[config.mk]
export PLATFORM = sky130hd
export DESIGN_NAME = oled_page_blit_command_generator_core
export DESIGN_NICKNAME = d
export VERILOG_FILES = /design/src/opbc_pkg.sv /design/src/opbc_group_gen.sv /design/src/opbc_beat_seq.sv /design/src/oled_page_blit_command_generator_core.sv
export SDC_FILE = /design/constraint.sdc
export NUM_CORES = 1
export LEC_CHECK = 0
export BUFFER_PORTS_ARGS = -buffer_cell sky130_fd_sc_hd__clkbuf_2
export CORE_AREA = 3 3 176 92
export DETAILED_ROUTE_END_ITERATION = 10
export DIE_AREA = 0 0 179 95
export GPL_TIMING_DRIVEN = 0
export PLACE_DENSITY_LB_ADDON = 0.3
export RECOVER_POWER = 25
export SLEW_MARGIN = 20
export SYNTH_ARGS = -nofsm -noshare
export SYNTH_HDL_FRONTEND = slang
export SYNTH_HIERARCHICAL = 1
export SYNTH_SLANG_ARGS = --single-unit
[constraint.sdc]
create_clock -name clock -period 4.4 [get_ports clock]
set_clock_uncertainty 0.1 [all_clocks]
set_input_delay 0.22 -clock clock [delete_from_list [all_inputs] [get_ports clock]]
set_output_delay 0.22 -clock clock [all_outputs]
set_load 0.02 [all_outputs]
[src/opbc_pkg.sv]
// Shared types and constants for the OLED page blit command generator.
package opbc_pkg;

   localparam logic [7:0] PAGE_CMD_BASE = 8'hB0;
   localparam logic [7:0] COL_HI_CMD    = 8'h10;
   localparam logic [3:0] MAX_PAGES     = 4'd8;

   typedef enum logic [1:0] {
      CSR_X_POSITION   = 2'd0,
      CSR_Y_POSITION   = 2'd1,
      CSR_IMAGE_WIDTH  = 2'd2,
      CSR_IMAGE_HEIGHT = 2'd3
   } csr_index_type;

   typedef struct packed {
      logic [7:0] x_position;
      logic [5:0] y_position;
      logic [7:0] image_width;
      logic [6:0] image_height;
   } cfg_type;

   typedef struct packed {
      logic [7:0] page_cmd0;
      logic [7:0] page_cmd1;
      logic [7:0] col_lo_cmd;
      logic [7:0] col_hi_cmd;
      logic [7:0] data0;
      logic [7:0] data1;
      logic       col_end;
   } run_type;

endpackage

[src/opbc_group_gen.sv]
// Column/page tracking and command group generation for one image byte.
module opbc_group_gen (
   input  logic             clock,
   input  logic             reset,
   input  opbc_pkg::cfg_type cfg,
   input  logic [7:0]       pixel_byte,
   input  logic             advance,
   output opbc_pkg::run_type run
);
   import opbc_pkg::*;

   logic [7:0] column_count_ff, column_count_in;
   logic [3:0] page_count_ff, page_count_in;
   logic [7:0] previous_byte_ff, previous_byte_in;

   logic [7:0]  pages_raw;
   logic [3:0]  pages;
   logic [4:0]  page_next;
   logic        col_end;
   logic [8:0]  col;
   logic [2:0]  shift;
   logic [7:0]  lower;
   logic [15:0] main_word;
   logic [15:0] spill_word;
   logic [7:0]  page_base;
   logic [8:0]  col_next;

   always_comb begin
      pages_raw = ({1'b0, cfg.image_height} + 8'd7) >> 3;
      if (pages_raw == 8'd0) begin
         pages = 4'd1;
      end else if (pages_raw > {4'd0, MAX_PAGES}) begin
         pages = MAX_PAGES;
      end else begin
         pages = pages_raw[3:0];
      end
      page_next  = {1'b0, page_count_ff} + 5'd1;
      col_end    = (page_next >= {1'b0, pages});
      col        = {1'b0, cfg.x_position} + {1'b0, column_count_ff};
      shift      = cfg.y_position[2:0];
      lower      = (page_count_ff == 4'd0) ? 8'd0 : previous_byte_ff;
      main_word  = {pixel_byte, lower} << shift;
      spill_word = {8'd0, pixel_byte} << shift;
      page_base  = PAGE_CMD_BASE + {5'd0, cfg.y_position[5:3]};

      run.page_cmd0  = page_base + {4'd0, page_count_ff};
      run.page_cmd1  = page_base + {3'd0, page_next};
      run.col_lo_cmd = {4'd0, col[3:0]};
      run.col_hi_cmd = COL_HI_CMD | {3'd0, col[8:4]};
      run.data0      = main_word[15:8];
      run.data1      = spill_word[15:8];
      run.col_end    = col_end;

      col_next         = {1'b0, column_count_ff} + 9'd1;
      column_count_in  = column_count_ff;
      page_count_in    = page_count_ff;
      previous_byte_in = previous_byte_ff;
      if (advance) begin
         if (col_end) begin
            page_count_in    = 4'd0;
            previous_byte_in = 8'd0;
            column_count_in  = (col_next >= {1'b0, cfg.image_width}) ? 8'd0 : col_next[7:0];
         end else begin
            page_count_in    = page_next[3:0];
            previous_byte_in = pixel_byte;
         end
      end
   end

   always_ff @(posedge clock) begin
      if (reset) begin
         column_count_ff  <= 8'd0;
         page_count_ff    <= 4'd0;
         previous_byte_ff <= 8'd0;
      end else begin
         column_count_ff  <= column_count_in;
         page_count_ff    <= page_count_in;
         previous_byte_ff <= previous_byte_in;
      end
   end

`ifndef SYNTHESIS
   a_page_bound: assert property (@(posedge clock) disable iff (reset)
      page_count_ff <= 4'd7)
      else $error("page counter beyond last page");
   a_first_page_clear: assert property (@(posedge clock) disable iff (reset)
      page_count_ff == 4'd0 |-> previous_byte_ff == 8'd0)
      else $error("spill byte not cleared at column start");
   a_col_end_wrap: assert property (@(posedge clock) disable iff (reset)
      advance && col_end |=> page_count_ff == 4'd0)
      else $error("page counter not reset at column end");
`endif

endmodule

[src/opbc_beat_seq.sv]
// Result register and beat sequencer for one command group run.
module opbc_beat_seq (
   input  logic             clock,
   input  logic             reset,
   input  logic             load,
   input  opbc_pkg::run_type run,
   output logic             free,
   output logic             rsp_valid,
   input  logic             rsp_ready,
   output logic [7:0]       rsp_out_byte,
   output logic             rsp_is_data,
   output logic             rsp_last_of_run
);
   import opbc_pkg::*;

   logic    run_valid_ff, run_valid_in;
   logic [2:0] beat_ff, beat_in;
   run_type run_ff;
   logic    take;
   logic    final_beat;

   always_comb begin
      unique case (beat_ff)
         3'd0:    rsp_out_byte = run_ff.page_cmd0;
         3'd1:    rsp_out_byte = run_ff.col_lo_cmd;
         3'd2:    rsp_out_byte = run_ff.col_hi_cmd;
         3'd3:    rsp_out_byte = run_ff.data0;
         3'd4:    rsp_out_byte = run_ff.page_cmd1;
         3'd5:    rsp_out_byte = run_ff.col_lo_cmd;
         3'd6:    rsp_out_byte = run_ff.col_hi_cmd;
         default: rsp_out_byte = run_ff.data1;
      endcase
      rsp_valid       = run_valid_ff;
      rsp_is_data     = (beat_ff[1:0] == 2'd3);
      rsp_last_of_run = (beat_ff == 3'd7) || (beat_ff == 3'd3 && !run_ff.col_end);
      take            = run_valid_ff && rsp_ready;
      final_beat      = take && rsp_last_of_run;
      free            = !run_valid_ff || final_beat;

      run_valid_in = run_valid_ff;
      beat_in      = beat_ff;
      if (load) begin
         run_valid_in = 1'b1;
         beat_in      = 3'd0;
      end else if (final_beat) begin
         run_valid_in = 1'b0;
      end else if (take) begin
         beat_in = beat_ff + 3'd1;
      end
   end

   always_ff @(posedge clock) begin
      if (reset) begin
         run_valid_ff <= 1'b0;
         beat_ff      <= 3'd0;
      end else begin
         run_valid_ff <= run_valid_in;
         beat_ff      <= beat_in;
      end
   end

   always_ff @(posedge clock) begin
      if (load) begin
         run_ff <= run;
      end
   end

`ifndef SYNTHESIS
   a_short_run: assert property (@(posedge clock) disable iff (reset)
      run_valid_ff && !run_ff.col_end |-> beat_ff <= 3'd3)
      else $error("beat index beyond four-beat run");
   a_load_restart: assert property (@(posedge clock) disable iff (reset)
      load |=> run_valid_ff && beat_ff == 3'd0)
      else $error("run not restarted on load");
   a_drain: assert property (@(posedge clock) disable iff (reset)
      final_beat && !load |=> !run_valid_ff)
      else $error("run still valid after last beat");
   a_load_only_free: assert property (@(posedge clock) disable iff (reset)
      load |-> free)
      else $error("run overwritten before drained");
`endif

endmodule

[src/oled_page_blit_command_generator_core.sv]
// Top level of the OLED page blit command generator.
//
//  channel | ports                                   | direction
//  req     | req_valid, req_ready, req_pixel_byte    | in
//  rsp     | rsp_valid, rsp_ready, rsp_out_byte,     | out
//          | rsp_is_data, rsp_last_of_run            |
//  csr     | csr_wr_en, csr_index, csr_wr_data       | in
//
// Each byte yields 4 beats, or 8 at a column end; the output channel sets the pace.
// One byte waits in the input register while the result register drains, so the next
// byte enters on the last beat.
// Synchronous reset clears counters and valid flags and loads the default configuration.
// A stalled rsp_ready holds the current beat; req_ready falls once the input register is full.
module oled_page_blit_command_generator_core (
   input  logic       clock,
   input  logic       reset,
   input  logic       req_valid,
   output logic       req_ready,
   input  logic [7:0] req_pixel_byte,
   output logic       rsp_valid,
   input  logic       rsp_ready,
   output logic [7:0] rsp_out_byte,
   output logic       rsp_is_data,
   output logic       rsp_last_of_run,
   input  logic       csr_wr_en,
   input  opbc_pkg::csr_index_type csr_index,
   input  logic [7:0] csr_wr_data
);
   import opbc_pkg::*;

   cfg_type    cfg_ff, cfg_in;
   logic       in_valid_ff, in_valid_in;
   logic [7:0] in_byte_ff;
   logic       free;
   logic       load;
   run_type    run;

   always_comb begin
      cfg_in = cfg_ff;
      if (csr_wr_en) begin
         unique case (csr_index)
            CSR_X_POSITION:   cfg_in.x_position   = csr_wr_data;
            CSR_Y_POSITION:   cfg_in.y_position   = csr_wr_data[5:0];
            CSR_IMAGE_WIDTH:  cfg_in.image_width  = csr_wr_data;
            CSR_IMAGE_HEIGHT: cfg_in.image_height = csr_wr_data[6:0];
            default:          cfg_in              = cfg_ff;
         endcase
      end
      load      = in_valid_ff && free;
      req_ready = !in_valid_ff || free;
      in_valid_in = in_valid_ff;
      if (req_valid && req_ready) begin
         in_valid_in = 1'b1;
      end else if (load) begin
         in_valid_in = 1'b0;
      end
   end

   always_ff @(posedge clock) begin
      if (reset) begin
         cfg_ff.x_position   <= 8'd0;
         cfg_ff.y_position   <= 6'd0;
         cfg_ff.image_width  <= 8'd128;
         cfg_ff.image_height <= 7'd64;
         in_valid_ff         <= 1'b0;
      end else begin
         cfg_ff      <= cfg_in;
         in_valid_ff <= in_valid_in;
      end
   end

   always_ff @(posedge clock) begin
      if (req_valid && req_ready) begin
         in_byte_ff <= req_pixel_byte;
      end
   end

   opbc_group_gen u_group_gen (
      .clock      (clock),
      .reset      (reset),
      .cfg        (cfg_ff),
      .pixel_byte (in_byte_ff),
      .advance    (load),
      .run        (run)
   );

   opbc_beat_seq u_beat_seq (
      .clock           (clock),
      .reset           (reset),
      .load            (load),
      .run             (run),
      .free            (free),
      .rsp_valid       (rsp_valid),
      .rsp_ready       (rsp_ready),
      .rsp_out_byte    (rsp_out_byte),
      .rsp_is_data     (rsp_is_data),
      .rsp_last_of_run (rsp_last_of_run)
   );

endmodule
==> flow_summary.json, run 1 <==
{
  "status": "completed",
  "vias": 4004,
  "required_ps": 4590,
  "pwr-share-seq": 0.533,
  "final_nets": 678,
  "p_sw_uw": 517,
  "place_hpwl_um": 9080,
  "worst_slack_ps": 1080,
  "viasPerCell": 4.88,
  "leakage_uw": 0.00277,
  "io_buffer_count": 34,
  "timing.hold.ws_ps": 32.2,
  "fmax_mhz": 301,
  "grt_max_degree": 58,
  "die_h_um": 95,
  "cts_buffers": 9,
  "finalSetupTns_ps": 0,
  "finalWirelength_um": 12100,
  "grt_usage": 0.146,
  "synth_flop_cell": "edfxtp_1",
  "place.gp.congestion": 0.851,
  "die-area_um2": 17000,
  "dp.cells": 796,
  "cts_resized": 0,
  "end_kind": "flop",
  "sw_frac_of_total": 0.239,
  "crit_fanout": 57,
  "yosysUniqueCellTypes": 53,
  "synth_edf_count": 57,
  "grt_pass1_wl_um": 19100,
  "overflow": 0,
  "ys_async_sr_fraction": 0,
  "ys_ff_latch": 110,
  "top_layer": "met4",
  "drtIter0Drc": 199,
  "antenna_found_initial": 0,
  "p_comb_frac": 0.106,
  "maxCapViolations": 0,
  "clock_path_buffers": 2,
  "syn_inst": 555,
  "start_util": 0.405,
  "crit_type": "reg -> reg",
  "pre_cts_ws_ps": 1070,
  "p_total_uw": 2160,
  "fin_cells": 821,
  "drt-pass1-iter-count": 5,
  "synth-seq-area-share": 0.471,
  "hold_viol": 0,
  "drc_errors": 0,
  "synth_top_area_cell": "edfxtp_1",
  "start_kind": "flop",
  "wl_met1_um": 6340,
  "core_um2": 14500,
  "die_w_um": 179,
  "route.met2.wl_um": 5160,
  "htreeDepth": 3,
  "slew_violations": 0,
  "yosys-top-cells-count": "edfxtp_1 (57), dfxtp_1 (53), mux2i_1 (53), nand2_1 (43), nor2_1 (43)",
  "path_clk_slew_ps": 70,
  "syn_to_final_growth_pct": 14.0,
  "powerDensity_nw_per_um2": 322,
  "yosysTopAreaCellShare": 0.291,
  "tritoncts": "done",
  "cts_root_buf": "clkbuf_16",
  "cts_sinks": 110,
  "arrival_ps": 3510,
  "clk-insertion-delay-late_ps": 340,
  "yosysMostFrequentCell": "edfxtp_1",
  "ant_nets": 0,
  "grt_pass1_vias": 3703,
  "yosysWarnings": 6,
  "setup_viol": 0,
  "synthesis.area_um2": 5890,
  "period_share": 0.755,
  "p_int_uw": 1640,
  "syn_area_per_cell_um2": 10.6,
  "period_needed_ps": 3320,
  "antenna_cells": 0,
  "drive_above_1_share": 0.144,
  "hp-class": "in -> reg",
  "met3_length_um": 557,
  "wire_per_inst_um": 14.8,
  "slew_headroom": 0.383,
  "tightest_slew_ps": 926,
  "p_clk_frac": 0.361,
  "netlist_top_cells_area": "edfxtp_1 (29%), dfxtp_1 (18%), mux2i_1 (9.0%), ha_1 (7.2%), nand2b_1 (4.1%)",
  "row_count": 31,
  "ir_drop_v": 0.000202,
  "io_pins": 35,
  "rsz0062_at_grt": "no"
}
[metal layers]
metal | track usage | vias to the layer above
met2 | 0.222 | 77
met3 | 0.0309 | 6
met1 | 0.213 | 1872
met4 | 0.0330 | 0
met5 | 0 | -
li1 | - | 2049
[what timing repair did]
item                      4_1_cts  5_1_grt
hold buffers                    9        0
buffers inserted                0        0
hold endpoints to repair        9        0
[power groups by stage]
stage | logic (uW) | clock network (uW) | registers, uW
after floorplan | 157 | 0 | 1170
after global placement | 219 | 0 | 1180
after detailed placement | 222 | 0 | 1180
after CTS | 229 | 805 | 1150
after global routing | 253 | 846 | 1160
final | 228 | 780 | 1150
[cells in the final DEF (no fill, tap or decap), types with 3 or more instances in the layout]
master	netlist	final
nand4_1	3	3
o32ai_1	4	4
nand2b_1	39	39
a22o_1	3	3
buf_6	4	4
buf_2	8	7
nor2_1	43	43
a31oi_1	11	11
o21ai_0	16	16
and2_1	4	3
nor2b_1	6	6
buf_1	4	4
nand3_1	6	6
ha_1	34	34
clkbuf_1	8	13
inv_1	34	34
nor3_1	9	9
mux2_2	10	10
or2_2	3	3
o22ai_1	4	4
dfxtp_1	53	53
conb_1	2	11
buf_4	13	13
clkbuf_16	0	10
a21oi_1	13	13
edfxtp_1	57	57
mux2i_1	53	53
o21a_1	4	4
fa_1	3	3
clkbuf_2	0	32
xnor2_1	16	16
dlygate4sd3_1	0	9
a222oi_1	8	8
a21o_1	4	4
xor2_1	10	10
nand2_1	43	43
[critical path: stages, from the launching register on]
cell and delay (ps):
dfxtp_1 380, ha_1 260, ha_1 190, buf_6 150
nor2b_4 160, o21ai_0 110, nand2_1 190, and2_4 650
nand2_1 100, o21ai_1 290, buf_4 240, inv_1 50
nor2_1 210, a22o_1 170
[cell type report]
type | instances | area, um^2
multi-input combinational | 383 | 2790
fill | 1365 | 7840
sequential | 110 | 2770
inverter | 34 | 128
buffer | 37 | 226
tap | 198 | 248
clock inverter | 4 | 26.3
clock buffer | 12 | 258
timing repair buffer | 43 | 258
[sequential cells by signal, indices dropped and copies added (netlist names)]
signal / flops
cfg_ff: 29
in_byte_ff: 8
in_valid_ff: 1
u_beat_seq/beat_ff: 3
u_beat_seq/rsp_valid: 1
u_beat_seq/run_ff: 49
u_group_gen/column_count_ff: 8
u_group_gen/page_count_ff: 4
u_group_gen/previous_byte_ff: 7
[per-stage QoR]
step	instance area, um^2	util
2_1_floorplan	5920	-
3_3_place_gp	6340	0.436
3_5_place_dp	6340	0.436
4_1_cts	6710	0.462
5_1_grt	6710	0.461
6_report	6710	0.461
[cell families after synthesis]
group                    Yosys count  synth area share
AND/OR/NAND/NOR                  168             0.144
multiplexers                      63             0.109
AO/OA/AOI/OAI                     78            0.0931
XOR/XNOR                          26            0.0387
flip-flops                       110             0.471
adder cells (fa/ha/maj)           37            0.0825
buffers and inverters             71            0.0604
other                              2           0.00128
[final timing paths]
kind	end	slack (ps)	from	cells past startpoint
max reg2reg	u_group_gen/column_count_ff[5]	1080	u_beat_seq/beat_ff[1]	13
max	u_group_gen/column_count_ff[5]	1080	u_beat_seq/beat_ff[1]	13
min reg2reg	cfg_ff[12]	380	cfg_ff[12]	2
min	cfg_ff[28]	30	csr_wr_data[7]	3
Note: power is estimated with default switching activity, not from simulation.
==> run 2: changes to the inputs <==
==> constraint.sdc (replaced) <==
create_clock -name clock -period 3.03 [get_ports clock]
set_clock_uncertainty 0.1 [all_clocks]
set_input_delay 0.1515 -clock clock [delete_from_list [all_inputs] [get_ports clock]]
set_output_delay 0.1515 -clock clock [all_outputs]
set_load 0.02 [all_outputs]
==> run 2 against run 1 <==
Effect of this change: hold slack improved by 32 ps; clock-buffer cell count decreased by 1; cell count increased by 0.61%; clock power increased by 49%; final area increased by 0.75%; first-iteration DRC count increased by 38%; sequential cell count unchanged; highest routed layer unchanged.
==> flow_summary.json, run 2 (same netlist as run 1, synthesis figures left out) <==
{
  "start_kind": "flop",
  "fillCellCount": 1374,
  "hp-class": "in -> reg",
  "top_regs": "u_beat_seq/run_ff x49, cfg_ff x29",
  "largest_reg_flops": 49,
  "place_hpwl_um": 9100,
  "worst_slack_ps": 212,
  "slew_violations": 0,
  "path_clk_slew_ps": 70,
  "end_kind": "flop",
  "p_sw_uw": 767,
  "crit_type": "reg -> reg",
  "rrSetupSlack_ps": 210,
  "die-area_um2": 17000,
  "crit_family": "simple AND/OR/NAND/NOR gates",
  "pre_cts_ws_ps": -254,
  "ant_nets": 0,
  "placed_area_um2": 6340,
  "die_w_um": 179,
  "arrival_ps": 3000,
  "clk-insertion-delay-late_ps": 350,
  "clock_path_buffers": 2,
  "final_cell_mix": "edfxtp_1 (57), mux2i_1 (53), dfxtp_1 (53)",
  "cpPeakStageDelay_ps": 330,
  "io_pins": 35,
  "ir_drop_v": 0.000263,
  "drt-pass1-iter-count": 6,
  "drtIter0Drc": 275,
  "grt_pass1_wl_um": 19700,
  "grt_pass1_vias": 3815,
  "period_needed_ps": 2820,
  "pwr-share-seq": 0.528,
  "tightest_slew_ps": 942,
  "p_clk_frac": 0.365,
  "vias": 4051,
  "place.gp.congestion": 0.831,
  "antenna_found_initial": 0,
  "mostFrequentLayoutCell": "edfxtp_1",
  "critPathSlowestCell": "dfxtp_1",
  "powerDensity_nw_per_um2": 469,
  "crit_chain": "buf_2 -> inv_1 -> ha_1 -> buf_6 -> nor2b_4 -> o21ai_0 -> nand2_2 -> and2_4 -> o21ai_2 -> o21ai_1 -> or2_1 -> buf_6 -> buf_6 -> nor2_1",
  "viasPerCell": 4.90,
  "sw_frac_of_total": 0.242,
  "grt_usage": 0.151,
  "required_ps": 3210,
  "p_comb_frac": 0.107,
  "cp_common_cell": "buf_6",
  "row_count": 31,
  "die_h_um": 95,
  "tritoncts": "done",
  "antenna_cells": 0,
  "finalSetupTns_ps": 0,
  "cts_root_buf": "clkbuf_16",
  "cts_sinks": 110,
  "drive_above_1_share": 0.151,
  "rsz0062_at_grt": "no",
  "leakage_uw": 0.00280,
  "cts_buffers": 9,
  "fmax_mhz": 355,
  "setup_viol": 0,
  "slew_headroom": 0.372,
  "hold_viol": 0,
  "fin_area_um2": 6760,
  "overflow": 0,
  "final_nets": 683,
  "syn_to_final_growth_pct": 14.9,
  "period_share": 0.930,
  "wire_per_inst_um": 15.1,
  "htreeDepth": 3,
  "io_buffer_count": 34,
  "status": "completed",
  "regMostFlops": "u_beat_seq/run_ff",
  "finalWirelength_um": 12400,
  "grt_max_degree": 29,
  "crit_fanout": 10,
  "core_um2": 14500,
  "p_int_uw": 2410,
  "maxCapViolations": 0,
  "drc_errors": 0,
  "cp.buffers_inverters": 5,
  "start_util": 0.405
}
==> run 2: cell count changes in the layout (fill, tap and decap cells not counted), sizes merged <==
cell | previous run | this run
dlygate4sd3 | 9 | 11
bufinv | 0 | 1
and2 | 4 | 6
clkbuf | 55 | 54
buf | 28 | 29
==> run 2: worst paths after layout <==
path / from / endpoint / cells after the start
max: u_beat_seq/beat_ff[2] / u_group_gen/page_count_ff[3] / 14
min: csr_wr_data[3] / cfg_ff[3] / 3
max reg2reg: u_beat_seq/beat_ff[2] / u_group_gen/page_count_ff[3] / 14
min reg2reg: cfg_ff[13] / cfg_ff[13] / 2
==> run 2: repair_timing <==
| action | CTS | global route |
|---|---|---|
| gates resized for setup | 0 | 1 |
| cloned | 2 | 0 |
| hold endpoints to repair | 14 | 0 |
| pin swaps | 1 | 1 |
| setup buffers | 0 | 1 |
| hold buffers | 11 | 0 |
| setup endpoints to repair | 19 | 13 |
==> run 2: worst register-to-register path: stages, from the launching register on <==
cell     delay (ps)
dfxtp_1         330
buf_2           240
inv_1           130
ha_1            220
buf_6           150
nor2b_4         130
o21ai_0         250
nand2_2         170
and2_4          210
o21ai_2          50
o21ai_1         150
or2_1           250
buf_6           140
buf_6           140
nor2_1          110
==> run 2: per-stage QoR <==
stage / util / total power, uW / std cells / hold WS [ps]
after global routing: 0.465 / 3310 / 826 / 79.3
after detailed placement: 0.436 / 2030 / 796 / 230
after global placement: 0.436 / 2030 / 796 / 229
after floorplan: - / 1920 / 564 / 120
after CTS: 0.464 / 3210 / 825 / 46.3
final: 0.465 / 3170 / 826 / 64.0
==> run 2: metal layers <==
layer	wire length, um	track usage	up-vias
met3	502	0.0305	11
li1	-	-	2068
met2	5460	0.236	73
met1	6350	0.217	1899
met4	127	0.0356	0
met5	0	0	-
==> run 2: layout make-up <==
class / count / area (um^2) / area share
inverter: 34 / 128 / 0.0189
tap: 198 / 248 / 0.0366
multi-input combinational: 385 / 2810 / 0.416
clock inverter: 5 / 46.3 / 0.00685
clock buffer: 11 / 243 / 0.0359
sequential: 110 / 2770 / 0.410
buffer: 37 / 226 / 0.0335
timing repair buffer: 46 / 285 / 0.0422
==> run 2: power by group through the flow <==
stage | logic [uW] | clock network (uW) | registers (uW)
3_5_place_dp | 324 | 0 | 1710
4_1_cts | 340 | 1190 | 1680
3_3_place_gp | 319 | 0 | 1710
5_1_grt | 375 | 1250 | 1680
6_report | 340 | 1160 | 1680
2_1_floorplan | 229 | 0 | 1700
